==> src/rtl/core/slt_pkg.sv <==
// Shared types and constants for the shell line tokenizer.
// Record kinds, lexer modes, queue command layout and character helpers.
// No dependencies.
package slt_pkg;

	// Records one input byte can cause, and default queue depth
	localparam int MAX_RECS        = 5;
	localparam int NREC_W          = $clog2(MAX_RECS + 1);
	localparam int QUEUE_DEPTH_DEF = 4;

	typedef enum logic [2:0] {
		K_CHAR = 3'd0,
		K_WEND = 3'd1,
		K_OUT  = 3'd2,
		K_APP  = 3'd3,
		K_DUP  = 3'd4,
		K_IN   = 3'd5,
		K_END  = 3'd6,
		K_ERR  = 3'd7
	} kind_t;

	typedef enum logic [3:0] {
		M_START = 4'd0,
		M_DIGIT = 4'd1,
		M_GT    = 4'd2,
		M_DUP   = 4'd3,
		M_LBR   = 4'd4,
		M_WORD  = 4'd5,
		M_BSL   = 4'd6,
		M_ESC   = 4'd7,
		M_DONE  = 4'd8
	} mode_t;

	typedef enum logic [1:0] {
		Q_NONE   = 2'd0,
		Q_SINGLE = 2'd1,
		Q_DOUBLE = 2'd2
	} quote_t;

	// Error codes carried in the record data byte
	localparam logic [7:0] ERR_NO_FD    = 8'd1;
	localparam logic [7:0] ERR_UNCLOSED = 8'd2;

	// Characters
	localparam logic [7:0] CH_NUL   = 8'h00;
	localparam logic [7:0] CH_NL    = 8'h0A;
	localparam logic [7:0] CH_TAB   = 8'h09;
	localparam logic [7:0] CH_CR    = 8'h0D;
	localparam logic [7:0] CH_SP    = 8'h20;
	localparam logic [7:0] CH_DQ    = 8'h22;
	localparam logic [7:0] CH_AMP   = 8'h26;
	localparam logic [7:0] CH_SQ    = 8'h27;
	localparam logic [7:0] CH_0     = 8'h30;
	localparam logic [7:0] CH_9     = 8'h39;
	localparam logic [7:0] CH_LT    = 8'h3C;
	localparam logic [7:0] CH_GT    = 8'h3E;
	localparam logic [7:0] CH_LBR   = 8'h5B;
	localparam logic [7:0] CH_BSL   = 8'h5C;
	localparam logic [7:0] CH_RBR   = 8'h5D;
	localparam logic [7:0] CH_BAR   = 8'h7C;
	localparam logic [7:0] CH_T     = 8'h74;
	localparam logic [7:0] CH_E     = 8'h65;
	localparam logic [7:0] CH_S     = 8'h73;

	typedef struct packed {
		kind_t      kind;
		logic [7:0] data;   // character, or error code for K_ERR
	} rec_t;

	// One queued transaction: the records one byte produced
	typedef struct packed {
		rec_t [MAX_RECS-1:0] recs;
		logic [NREC_W-1:0]   nrec;
		logic [3:0]          fd_left;
		logic [15:0]         fd_right;
	} cmd_t;

	function automatic logic is_space(input logic [7:0] c);
		return (c == CH_SP) || (c >= CH_TAB && c <= CH_CR);
	endfunction

	function automatic logic is_digit(input logic [7:0] c);
		return (c >= CH_0) && (c <= CH_9);
	endfunction

	function automatic logic is_special(input logic [7:0] c);
		return (c == CH_GT) || (c == CH_LT) || (c == CH_AMP) || (c == CH_BAR);
	endfunction

endpackage

==> src/rtl/core/slt_front.sv <==
// Lexer front end: accepts one byte per transaction and turns it into a
// queue command listing the records it causes. Holds lexer state and config.
// Depends on slt_pkg.
module slt_front (
	input  logic          clk,
	input  logic          arst_n,
	input  logic          cfg_we,
	input  logic          cfg_index,
	input  logic          cfg_wdata,
	input  logic          accept,
	input  logic [7:0]    ch,
	input  logic          start_line,
	output logic          push,
	output slt_pkg::cmd_t cmd
);
	import slt_pkg::*;

	typedef struct packed {
		mode_t      m;
		quote_t     q;
		logic       emit;
		kind_t      kind;
		logic [7:0] data;
		logic       again;
	} wstep_t;

	logic       test_conv_q;
	logic       keep_q;
	mode_t      mode_q;
	quote_t     quote_q;
	logic [7:0] held_q;
	logic [3:0] lfd_q;
	logic [15:0] acc_q;
	logic       seen_q;

	mode_t      m;
	quote_t     q;
	logic [7:0] held;
	logic [3:0] lfd;
	logic [15:0] acc;
	logic       seen;

	function automatic cmd_t add_rec(input cmd_t c, input kind_t k, input logic [7:0] d);
		cmd_t r;
		r = c;
		r.recs[c.nrec] = '{kind: k, data: d};
		r.nrec = c.nrec + NREC_W'(1);
		return r;
	endfunction

	// One step in word mode
	function automatic wstep_t word_step(input logic [7:0] c, input quote_t qs, input logic keep);
		wstep_t w;
		w = '{m: M_WORD, q: qs, emit: 1'b0, kind: K_CHAR, data: c, again: 1'b0};
		if (c == CH_NUL) begin
			w.emit = 1'b1;
			if (qs != Q_NONE) begin
				w.kind = K_ERR;
				w.data = ERR_UNCLOSED;
				w.q = Q_NONE;
			end else begin
				w.kind = K_WEND;
				w.data = CH_NUL;
			end
			w.m = M_START;
			w.again = 1'b1;
		end else if (is_space(c) || is_special(c)) begin
			if (qs != Q_NONE) begin
				w.emit = 1'b1;
			end else begin
				w.emit = 1'b1;
				w.kind = K_WEND;
				w.data = CH_NUL;
				w.m = M_START;
				w.again = 1'b1;
			end
		end else if (c == CH_SQ) begin
			if (qs == Q_DOUBLE) begin
				w.emit = 1'b1;
			end else begin
				w.q = (qs == Q_SINGLE) ? Q_NONE : Q_SINGLE;
				w.emit = keep;
			end
		end else if (c == CH_DQ) begin
			if (qs == Q_SINGLE) begin
				w.emit = 1'b1;
			end else begin
				w.q = (qs == Q_DOUBLE) ? Q_NONE : Q_DOUBLE;
				w.emit = keep;
			end
		end else if (c == CH_BSL) begin
			if (qs == Q_SINGLE || keep)
				w.emit = 1'b1;
			else
				w.m = M_BSL;
		end else begin
			w.emit = 1'b1;
		end
		return w;
	endfunction

	// Config registers
	always_ff @(posedge clk or negedge arst_n) begin
		if (!arst_n) begin
			test_conv_q <= 1'b0;
			keep_q <= 1'b0;
		end else if (cfg_we) begin
			if (cfg_index == 1'b0)
				test_conv_q <= cfg_wdata;
			else
				keep_q <= cfg_wdata;
		end
	end

	// Lexer: resolve up to four chained steps for one byte
	always_comb begin
		logic       pend;
		logic [19:0] v;
		wstep_t     w;
		cmd_t       c;

		if (start_line) begin
			m = M_START;
			q = Q_NONE;
			held = '0;
			lfd = 4'd1;
			acc = '0;
			seen = 1'b0;
		end else begin
			m = mode_q;
			q = quote_q;
			held = held_q;
			lfd = lfd_q;
			acc = acc_q;
			seen = seen_q;
		end
		pend = 1'b1;
		c = '0;
		v = '0;
		w = '0;

		// Modes that look at one byte before a word or token start
		unique case (m)
			M_DIGIT: begin
				if (ch == CH_GT) begin
					lfd = 4'(held - CH_0);
					m = M_GT;
					pend = 1'b0;
				end else begin
					c = add_rec(c, K_CHAR, held);
					m = M_WORD;
					q = Q_NONE;
				end
			end
			M_GT: begin
				if (ch == CH_GT) begin
					c = add_rec(c, K_APP, CH_NUL);
					c.fd_left = lfd;
					m = M_START;
					pend = 1'b0;
				end else if (ch == CH_AMP) begin
					acc = '0;
					seen = 1'b0;
					m = M_DUP;
					pend = 1'b0;
				end else begin
					c = add_rec(c, K_OUT, CH_NUL);
					c.fd_left = lfd;
					m = M_START;
				end
			end
			M_DUP: begin
				if (is_digit(ch)) begin
					v = {acc, 3'b000} + {2'b00, acc, 1'b0} + {12'b0, 8'(ch - CH_0)};
					acc = (v > 20'd65535) ? 16'hFFFF : v[15:0];
					seen = 1'b1;
					pend = 1'b0;
				end else if (!seen && is_space(ch)) begin
					pend = 1'b0;
				end else begin
					if (seen) begin
						c = add_rec(c, K_DUP, CH_NUL);
						c.fd_left = lfd;
						c.fd_right = acc;
					end else begin
						c = add_rec(c, K_ERR, ERR_NO_FD);
					end
					m = M_START;
				end
			end
			M_LBR: begin
				if (is_space(ch)) begin
					c = add_rec(c, K_CHAR, CH_T);
					c = add_rec(c, K_CHAR, CH_E);
					c = add_rec(c, K_CHAR, CH_S);
					c = add_rec(c, K_CHAR, CH_T);
					c = add_rec(c, K_WEND, CH_NUL);
					m = M_START;
					pend = 1'b0;
				end else begin
					c = add_rec(c, K_CHAR, CH_LBR);
					m = M_WORD;
					q = Q_NONE;
				end
			end
			M_BSL: begin
				if (ch == CH_BSL) begin
					m = M_ESC;
					pend = 1'b0;
				end else begin
					c = add_rec(c, K_CHAR, CH_BSL);
					m = M_WORD;
				end
			end
			M_ESC: begin
				m = M_WORD;
				if (ch != CH_NUL) begin
					pend = 1'b0;
					if (ch != CH_NL)
						c = add_rec(c, K_CHAR, ch);
				end
			end
			M_DONE: pend = 1'b0;
			default: ;
		endcase

		// Word step
		if (pend && m == M_WORD) begin
			w = word_step(ch, q, keep_q);
			if (w.emit)
				c = add_rec(c, w.kind, w.data);
			m = w.m;
			q = w.q;
			pend = w.again;
		end

		// Token start step
		if (pend && m == M_START) begin
			pend = 1'b0;
			if (ch == CH_NUL || ch == CH_BAR || ch == CH_AMP) begin
				c = add_rec(c, K_END, CH_NUL);
				m = M_DONE;
			end else if (is_space(ch)) begin
			end else if (ch == CH_GT) begin
				lfd = 4'd1;
				m = M_GT;
			end else if (is_digit(ch)) begin
				held = ch;
				m = M_DIGIT;
			end else if (ch == CH_LT) begin
				c = add_rec(c, K_IN, CH_NUL);
			end else if (ch == CH_LBR && test_conv_q) begin
				held = ch;
				m = M_LBR;
			end else if (ch == CH_RBR && test_conv_q) begin
			end else begin
				m = M_WORD;
				q = Q_NONE;
				pend = 1'b1;
			end
		end

		// Word step after a fresh token start
		if (pend && m == M_WORD) begin
			w = word_step(ch, q, keep_q);
			if (w.emit)
				c = add_rec(c, w.kind, w.data);
			m = w.m;
			q = w.q;
		end

		cmd = c;
		push = accept && (c.nrec != '0);
	end

	// Lexer state, advanced on each accepted transaction
	always_ff @(posedge clk or negedge arst_n) begin
		if (!arst_n) begin
			mode_q <= M_START;
			quote_q <= Q_NONE;
			held_q <= '0;
			lfd_q <= 4'd1;
			acc_q <= '0;
			seen_q <= 1'b0;
		end else if (accept) begin
			mode_q <= m;
			quote_q <= q;
			held_q <= held;
			lfd_q <= lfd;
			acc_q <= acc;
			seen_q <= seen;
		end
	end

endmodule

==> src/rtl/core/slt_queue.sv <==
// Command queue between lexer front end and record emitter.
// Small register FIFO with head-of-queue read.
// Depends on slt_pkg.
module slt_queue #(
	parameter int DEPTH = slt_pkg::QUEUE_DEPTH_DEF
) (
	input  logic                         clk,
	input  logic                         arst_n,
	input  logic                         push,
	input  slt_pkg::cmd_t                push_cmd,
	input  logic                         pop,
	output logic                         full,
	output logic                         head_valid,
	output slt_pkg::cmd_t                head_cmd,
	output logic [$clog2(DEPTH+1)-1:0]   count
);
	import slt_pkg::*;

	localparam int PW = $clog2(DEPTH);
	localparam int CW = $clog2(DEPTH + 1);

	cmd_t          mem_q [DEPTH];
	logic [PW-1:0] wr_ptr_q;
	logic [PW-1:0] rd_ptr_q;
	logic [CW-1:0] count_q;

	assign full       = (count_q == CW'(DEPTH));
	assign head_valid = (count_q != '0);
	assign head_cmd   = mem_q[rd_ptr_q];
	assign count      = count_q;

	// Storage
	always_ff @(posedge clk) begin
		if (push)
			mem_q[wr_ptr_q] <= push_cmd;
	end

	// Pointers and fill count
	always_ff @(posedge clk or negedge arst_n) begin
		if (!arst_n) begin
			wr_ptr_q <= '0;
			rd_ptr_q <= '0;
			count_q <= '0;
		end else begin
			if (push)
				wr_ptr_q <= (wr_ptr_q == PW'(DEPTH - 1)) ? '0 : wr_ptr_q + PW'(1);
			if (pop)
				rd_ptr_q <= (rd_ptr_q == PW'(DEPTH - 1)) ? '0 : rd_ptr_q + PW'(1);
			if (push && !pop)
				count_q <= count_q + CW'(1);
			else if (pop && !push)
				count_q <= count_q - CW'(1);
		end
	end

endmodule

==> src/rtl/core/slt_back.sv <==
// Record emitter: walks the records of the head queue command, one per
// cycle while m_tready allows, into the output register of the master stream.
// Depends on slt_pkg.
module slt_back (
	input  logic          clk,
	input  logic          arst_n,
	input  logic          head_valid,
	input  slt_pkg::cmd_t head_cmd,
	output logic          pop,
	output logic          m_tvalid,
	input  logic          m_tready,
	output logic [31:0]   m_tdata,   // word_char[7:0], fd_left[11:8], fd_right[27:12], error_code[29:28]
	output logic [2:0]    m_tuser,   // kind
	output logic          m_tlast
);
	import slt_pkg::*;

	logic [NREC_W-1:0] idx_q;
	logic              m_tvalid_q;
	kind_t             kind_q;
	logic [7:0]        wchar_q;
	logic [3:0]        fdl_q;
	logic [15:0]       fdr_q;
	logic [1:0]        ecode_q;
	logic              last_q;

	logic              load;
	logic              is_last;
	rec_t              rec;

	assign load    = head_valid && (!m_tvalid_q || m_tready);
	assign rec     = head_cmd.recs[idx_q];
	assign is_last = (idx_q == head_cmd.nrec - NREC_W'(1));
	assign pop     = load && is_last;

	// Record index within the head command
	always_ff @(posedge clk or negedge arst_n) begin
		if (!arst_n) begin
			idx_q <= '0;
			m_tvalid_q <= 1'b0;
		end else begin
			if (load)
				idx_q <= is_last ? '0 : idx_q + NREC_W'(1);
			if (load)
				m_tvalid_q <= 1'b1;
			else if (m_tready)
				m_tvalid_q <= 1'b0;
		end
	end

	// Output payload, fields zeroed where the kind does not use them
	always_ff @(posedge clk) begin
		if (load) begin
			kind_q <= rec.kind;
			wchar_q <= (rec.kind == K_CHAR) ? rec.data : 8'd0;
			fdl_q <= (rec.kind == K_OUT || rec.kind == K_APP || rec.kind == K_DUP)
				? head_cmd.fd_left : 4'd0;
			fdr_q <= (rec.kind == K_DUP) ? head_cmd.fd_right : 16'd0;
			ecode_q <= (rec.kind == K_ERR) ? rec.data[1:0] : 2'd0;
			last_q <= is_last;
		end
	end

	assign m_tvalid = m_tvalid_q;
	assign m_tuser  = kind_q;
	assign m_tdata  = {2'b00, ecode_q, fdr_q, fdl_q, wchar_q};
	assign m_tlast  = last_q;

endmodule

==> src/rtl/core/shell_line_tokenizer.sv <==
// Shell command-line tokenizer, top level.
// Instantiates slt_front, slt_queue and slt_back; depends on slt_pkg.
//
// One command-line byte per transaction enters on s_tdata (start_line on
// s_tuser) and is lexed in the cycle it is accepted; a new byte can be
// taken every cycle as long as the command queue (QUEUE_DEPTH entries)
// has room. Each byte yields zero to five records. The emitter sends one
// record per cycle from the head of the queue while m_tready is not held
// low; the sustained rate is one byte per cycle when bytes average one
// record or fewer. Bytes that cause no record never enter the queue. An
// accepted byte's records are written to a queue entry and then to the
// output register.
module shell_line_tokenizer #(
	parameter int QUEUE_DEPTH = slt_pkg::QUEUE_DEPTH_DEF
) (
	input  logic        clk,
	input  logic        arst_n,
	input  logic        cfg_we,
	input  logic        cfg_index,
	input  logic        cfg_wdata,
	input  logic        s_tvalid,
	output logic        s_tready,
	input  logic [7:0]  s_tdata,   // ch[7:0]
	input  logic        s_tuser,   // start_line
	output logic        m_tvalid,
	input  logic        m_tready,
	output logic [31:0] m_tdata,   // word_char[7:0], fd_left[11:8], fd_right[27:12], error_code[29:28]
	output logic [2:0]  m_tuser,   // kind
	output logic        m_tlast    // last record of this byte
);
	import slt_pkg::*;

	localparam int CW = $clog2(QUEUE_DEPTH + 1);

	logic          accept;
	logic          push;
	cmd_t          push_cmd;
	logic          full;
	logic          head_valid;
	cmd_t          head_cmd;
	logic          pop;
	logic [CW-1:0] q_count;

	assign s_tready = !full;
	assign accept   = s_tvalid && s_tready;

	slt_front u_front (
		.clk       (clk),
		.arst_n    (arst_n),
		.cfg_we    (cfg_we),
		.cfg_index (cfg_index),
		.cfg_wdata (cfg_wdata),
		.accept    (accept),
		.ch        (s_tdata),
		.start_line(s_tuser),
		.push      (push),
		.cmd       (push_cmd)
	);

	slt_queue #(.DEPTH(QUEUE_DEPTH)) u_queue (
		.clk       (clk),
		.arst_n    (arst_n),
		.push      (push),
		.push_cmd  (push_cmd),
		.pop       (pop),
		.full      (full),
		.head_valid(head_valid),
		.head_cmd  (head_cmd),
		.count     (q_count)
	);

	slt_back u_back (
		.clk       (clk),
		.arst_n    (arst_n),
		.head_valid(head_valid),
		.head_cmd  (head_cmd),
		.pop       (pop),
		.m_tvalid  (m_tvalid),
		.m_tready  (m_tready),
		.m_tdata   (m_tdata),
		.m_tuser   (m_tuser),
		.m_tlast   (m_tlast)
	);

	// Queue never overfills
	a_queue_bound: assert property (@(posedge clk) disable iff (!arst_n)
		q_count <= CW'(QUEUE_DEPTH))
		else $error("command queue overfilled");

	// A queued command always holds one to five records
	a_cmd_size: assert property (@(posedge clk) disable iff (!arst_n)
		push |-> (push_cmd.nrec != '0) && (push_cmd.nrec <= NREC_W'(MAX_RECS)))
		else $error("bad record count in command");

	// Error records carry a nonzero code, character records nothing else
	a_err_code: assert property (@(posedge clk) disable iff (!arst_n)
		(m_tvalid && m_tuser == K_ERR) |-> (m_tdata[29:28] != 2'd0))
		else $error("error record without a code");

	a_char_clean: assert property (@(posedge clk) disable iff (!arst_n)
		(m_tvalid && m_tuser == K_CHAR) |-> (m_tdata[31:8] == 24'd0))
		else $error("character record with stray fields");

endmodule
==> config.mk <==
export PLATFORM = sky130hd
export DESIGN_NAME = shell_line_tokenizer
export DESIGN_NICKNAME = d
export VERILOG_FILES = /design/src/rtl/core/slt_pkg.sv /design/src/rtl/core/slt_front.sv /design/src/rtl/core/slt_queue.sv /design/src/rtl/core/slt_back.sv /design/src/rtl/core/shell_line_tokenizer.sv
export SDC_FILE = /design/constraint.sdc
export NUM_CORES = 1
export LEC_CHECK = 0
export BUFFER_PORTS_ARGS = -buffer_cell sky130_fd_sc_hd__buf_2
export CAP_MARGIN = 20
export CORE_MARGIN = 2
export CORE_UTILIZATION = 65
export CTS_BUF_LIST = sky130_fd_sc_hd__clkbuf_8
export DETAILED_ROUTE_END_ITERATION = 7
export HOLD_SLACK_MARGIN = 0.06
export PLACE_DENSITY = 0.81
export SLEW_MARGIN = 10
export SYNTH_ARGS = -nofsm -noshare
export SYNTH_HDL_FRONTEND = slang
export SYNTH_SLANG_ARGS = --single-unit
==> constraint.sdc <==
create_clock -name clk -period 11.6 [get_ports clk]
set_input_delay 1.74 -clock clk [delete_from_list [all_inputs] [get_ports clk]]
set_output_delay 1.74 -clock clk [all_outputs]
set_load 0.005 [all_outputs]
==> results by group <==
Clocking
  • # Post-CTS Setup Buffers: 0
  • CTS H-tree lvls: 2
  • Clock slew at reported path FFs: 0.06 ns
  • CTS buffer count: 58
  • Clock network latency to the later pin of the worst-skew pair: 0.62 ns
  • CTS max path bufs: 3
  • Post_cts resized: 0
  • Sink Count: roughly 400
  • TritonCTS clock tree: built
  • Hold_buf cts: 0
  • Root buffer cell: clkbuf_8

Floorplanning
  • # IOs: 54
  • Chip Width: 172 um
  • # rows: 61
  • Initial Util: 66.1%
  • Height of the die: 172 um
  • Core ar.: 0.0278 mm2
  • Die area: roughly 0.030 mm2

Global route
  • Antenna violations before repair: 1
  • GRT Util Overall: between 20% and 30%
  • Global-route wire length before repair: 65300 um
  • Grt total ovfl: 0
  • Via count of the first global-routing pass: ~12000
  • Pin count of the biggest net entering global routing: 67

Setup path
  • R2R depth: 18
  • Critical Path RT: between 10 and 15 ns
  • Worst endpoint data arrival time: 8.57 ns
  • R2R setup slack: 4.48 ns
  • Crit. Startpoint: s_tdata[1]
  • Worst-path fanout max: between 60 and 70
  • RR Startpoint: u_front.mode_q[0]
  • RR Endpoint: u_queue.mem_q[3][5]
  • Worst Setup Path Type: input port to flop
  • Crit end category: flop
  • Crit path to: u_queue.mem_q[3][5]
  • Startpoint Class: input port

Min path
  • Worst hold path type: flop to flop

Route
  • Drt initial violations: 1415
  • Drt first pass iters: 6
  • Avg WL per Cell: 23.6 um
  • WL final: 42300 um
  • Vias: 11372
  • DR DRC count: 0
  • Post-DRT Antenna Nets: 0
  • Avg Vias per Cell: 6.34

Cells and area
  • Commonest non-fill, non-tap cells in the layout: edfxtp_1 (346), nand2_1 (99), mux4_2 (89)
  • Nets: 1439
  • Commonest non-fill, non-tap cell in the layout: edfxtp_1
  • Layout area overhead: 11.6%
  • Fin util: 73.8%
  • Share of cells above drive strength 1: 19.7%

Placement
  • IO buf count: 51
  • Hpwl dp: 28400 um
  • GP Congestion: 0.952

Synth
  • Register area share after synthesis: 63.1%
  • Syn_area_per_cell: 14.9 um2
  • Simple-Gate Fraction of Synth Area: 9.16%
  • Post-synthesis compound-gate area fraction: 8.32%
  • Number of synthesized flops with an enable pin: 346
  • Warnings from Yosys: 0
  • Adder-cell share of the synthesized area: between 4 and 5%
  • Post-Synthesis Cells: 1230
  • FFs w/ async S/R, synth: 12.2%
  • Largest family of logic cells by synthesized area: multiplexers
  • Post-Syn Area: between 0.015 and 0.02 mm2
  • Post-synthesis mux area share: ~12%
  • Library cells used by synthesis: 92
  • FF+latch count, synth: 394
  • Ys flop type: edfxtp_1
  • Synth Area in XOR/XNOR: 1.00%

Timing
  • Endpoints failing hold: 0
  • Max Fclk: around 120 MHz
  • Fin Setup TNS: 0 ns
  • Min Tclk post-route: 8.34 ns
  • Slew Limit Fails: 0
  • Setup Skew: 0.0383 ns
  • Slew Limit Headroom: 26.8%
  • Finish-stage setup viols: 0
  • RSZ-0062 raised after global routing: false
  • Worst-Margin Slew: 1.09 ns
  • Period Utilization, post-route: 71.9%

Pwr
  • VDD IR-drop max: 0.156 mV
  • Leakage power: 7.98 nW
  • Cell area power density: approximately 250 mW/mm2

Run status
  • Outcome: complete, no violations

Flow run
  • Max_cap viols: 0
==> cells in the mapped netlist, types with 12 or more instances <==
library cell | n | area share (%)
ha_1 | 49 | 3.3
and2_1 | 12 | 0.41
nor2_1 | 65 | 1.3
clkbuf_1 | 37 | 0.76
nand2_1 | 99 | 2.0
a21oi_1 | 40 | 1.1
o21a_1 | 12 | 0.49
o21ai_0 | 48 | 1.3
xnor2_1 | 16 | 0.76
edfxtp_1 | 346 | 57
and3_1 | 29 | 0.99
buf_2 | 13 | 0.35
nor2b_1 | 18 | 0.61
nand3_1 | 12 | 0.33
nor3_1 | 26 | 0.71
inv_1 | 64 | 1.3
mux4_2 | 89 | 11
dfrtp_1 | 47 | 6.4
a22o_1 | 16 | 0.76
==> metal layers <==
layer / vias up / track usage, % / share of wire [%] / wire (um)
met5: - / 0 / 0 / 0
met4: 0 / 11.1 / 3.4 / 1430
met3: 117 / 4.62 / 7.5 / 3170
met2: 588 / 49.3 / 49 / 20900
met1: 5668 / 40.8 / 40 / 16800
li1: 4999 / - / - / -
==> state kept, by name (all words and copies together) (netlist names), 4 cells and up <==
signal	cells
u_front.lfd_q	4
u_front.acc_q	16
u_queue.mem_q	312
u_back.fdr_q	16
u_front.held_q	8
u_back.wchar_q	8
u_front.mode_q	4
u_back.fdl_q	4
==> through the flow <==
stage | cell area [um2] | setup WS [ns] | cells | power (mW) | hold slack [ns]
2_1_floorplan | 18600 | 1.82 | 1299 | 3.52 | 0.446
4_1_cts | 20500 | 3.39 | 1794 | 5.23 | 0.482
3_5_place_dp | 19300 | 2.75 | 1685 | 4.06 | 0.468
3_3_place_gp | 19300 | 2.93 | 1685 | 3.98 | 0.459
6_report | 20500 | 3.26 | 1795 | 5.21 | 0.481
5_1_grt | 20500 | 2.87 | 1795 | 5.47 | 0.509
==> logic make-up after synthesis <==
family	after synthesis
fa+ha+maj	56
xor+xnor	21
flops	394
compound gates	213
mux	100
simple gates	321
buf+inv	124
other cells	1
==> where the power goes <==
group	switching (mW)	total (mW)	leakage [nW]	internal [mW]
Combinational	1.05	1.79	3.41	0.739
Clock	0.523	1.16	0.701	0.633
Sequential	0.183	2.26	3.87	2.08
Total	1.76	5.21	7.98	3.45
==> area by class of cell <==
cell class,instances,area (um2)
fill,1680,7280
sequential,394,11600
timing repair buffer,67,375
inverter,65,244
multi-input combinational,781,6580
antenna,1,2.50
tap,378,473
clock inverter,47,375
clock buffer,62,853
==> worst min path at each step <==
stage                     startpoint                to  slack, ns  cells after the start
CTS                 u_front.acc_q[6]  u_front.acc_q[6]       0.48                      2
global placement    u_front.acc_q[4]  u_front.acc_q[4]       0.46                      2
floorplan           u_front.acc_q[4]  u_front.acc_q[4]       0.45                      2
finish              u_front.acc_q[6]  u_front.acc_q[6]       0.48                      2
global route        u_front.acc_q[7]  u_front.acc_q[7]       0.51                      2
detailed placement  u_front.acc_q[6]  u_front.acc_q[6]       0.47                      2
==> worst max-delay path, cell delays in order <==
cell       delay [ns]
buf_2            0.46
nand3b_1         0.24
o211a_1          0.42
a311oi_2         0.45
nand2_1          0.20
ha_1             0.29
o32a_1           0.25
o311ai_4         0.81
or2_2            0.29
o21ai_0          0.20
ha_1             0.28
or4_1            0.49
o21ai_0          0.10
a31o_2           0.29
nor4_2           0.10
a2111oi_4        0.42
o31ai_4          0.21
nor2_4           0.43
buf_4            0.83
Power figures use the tool's default switching activity.
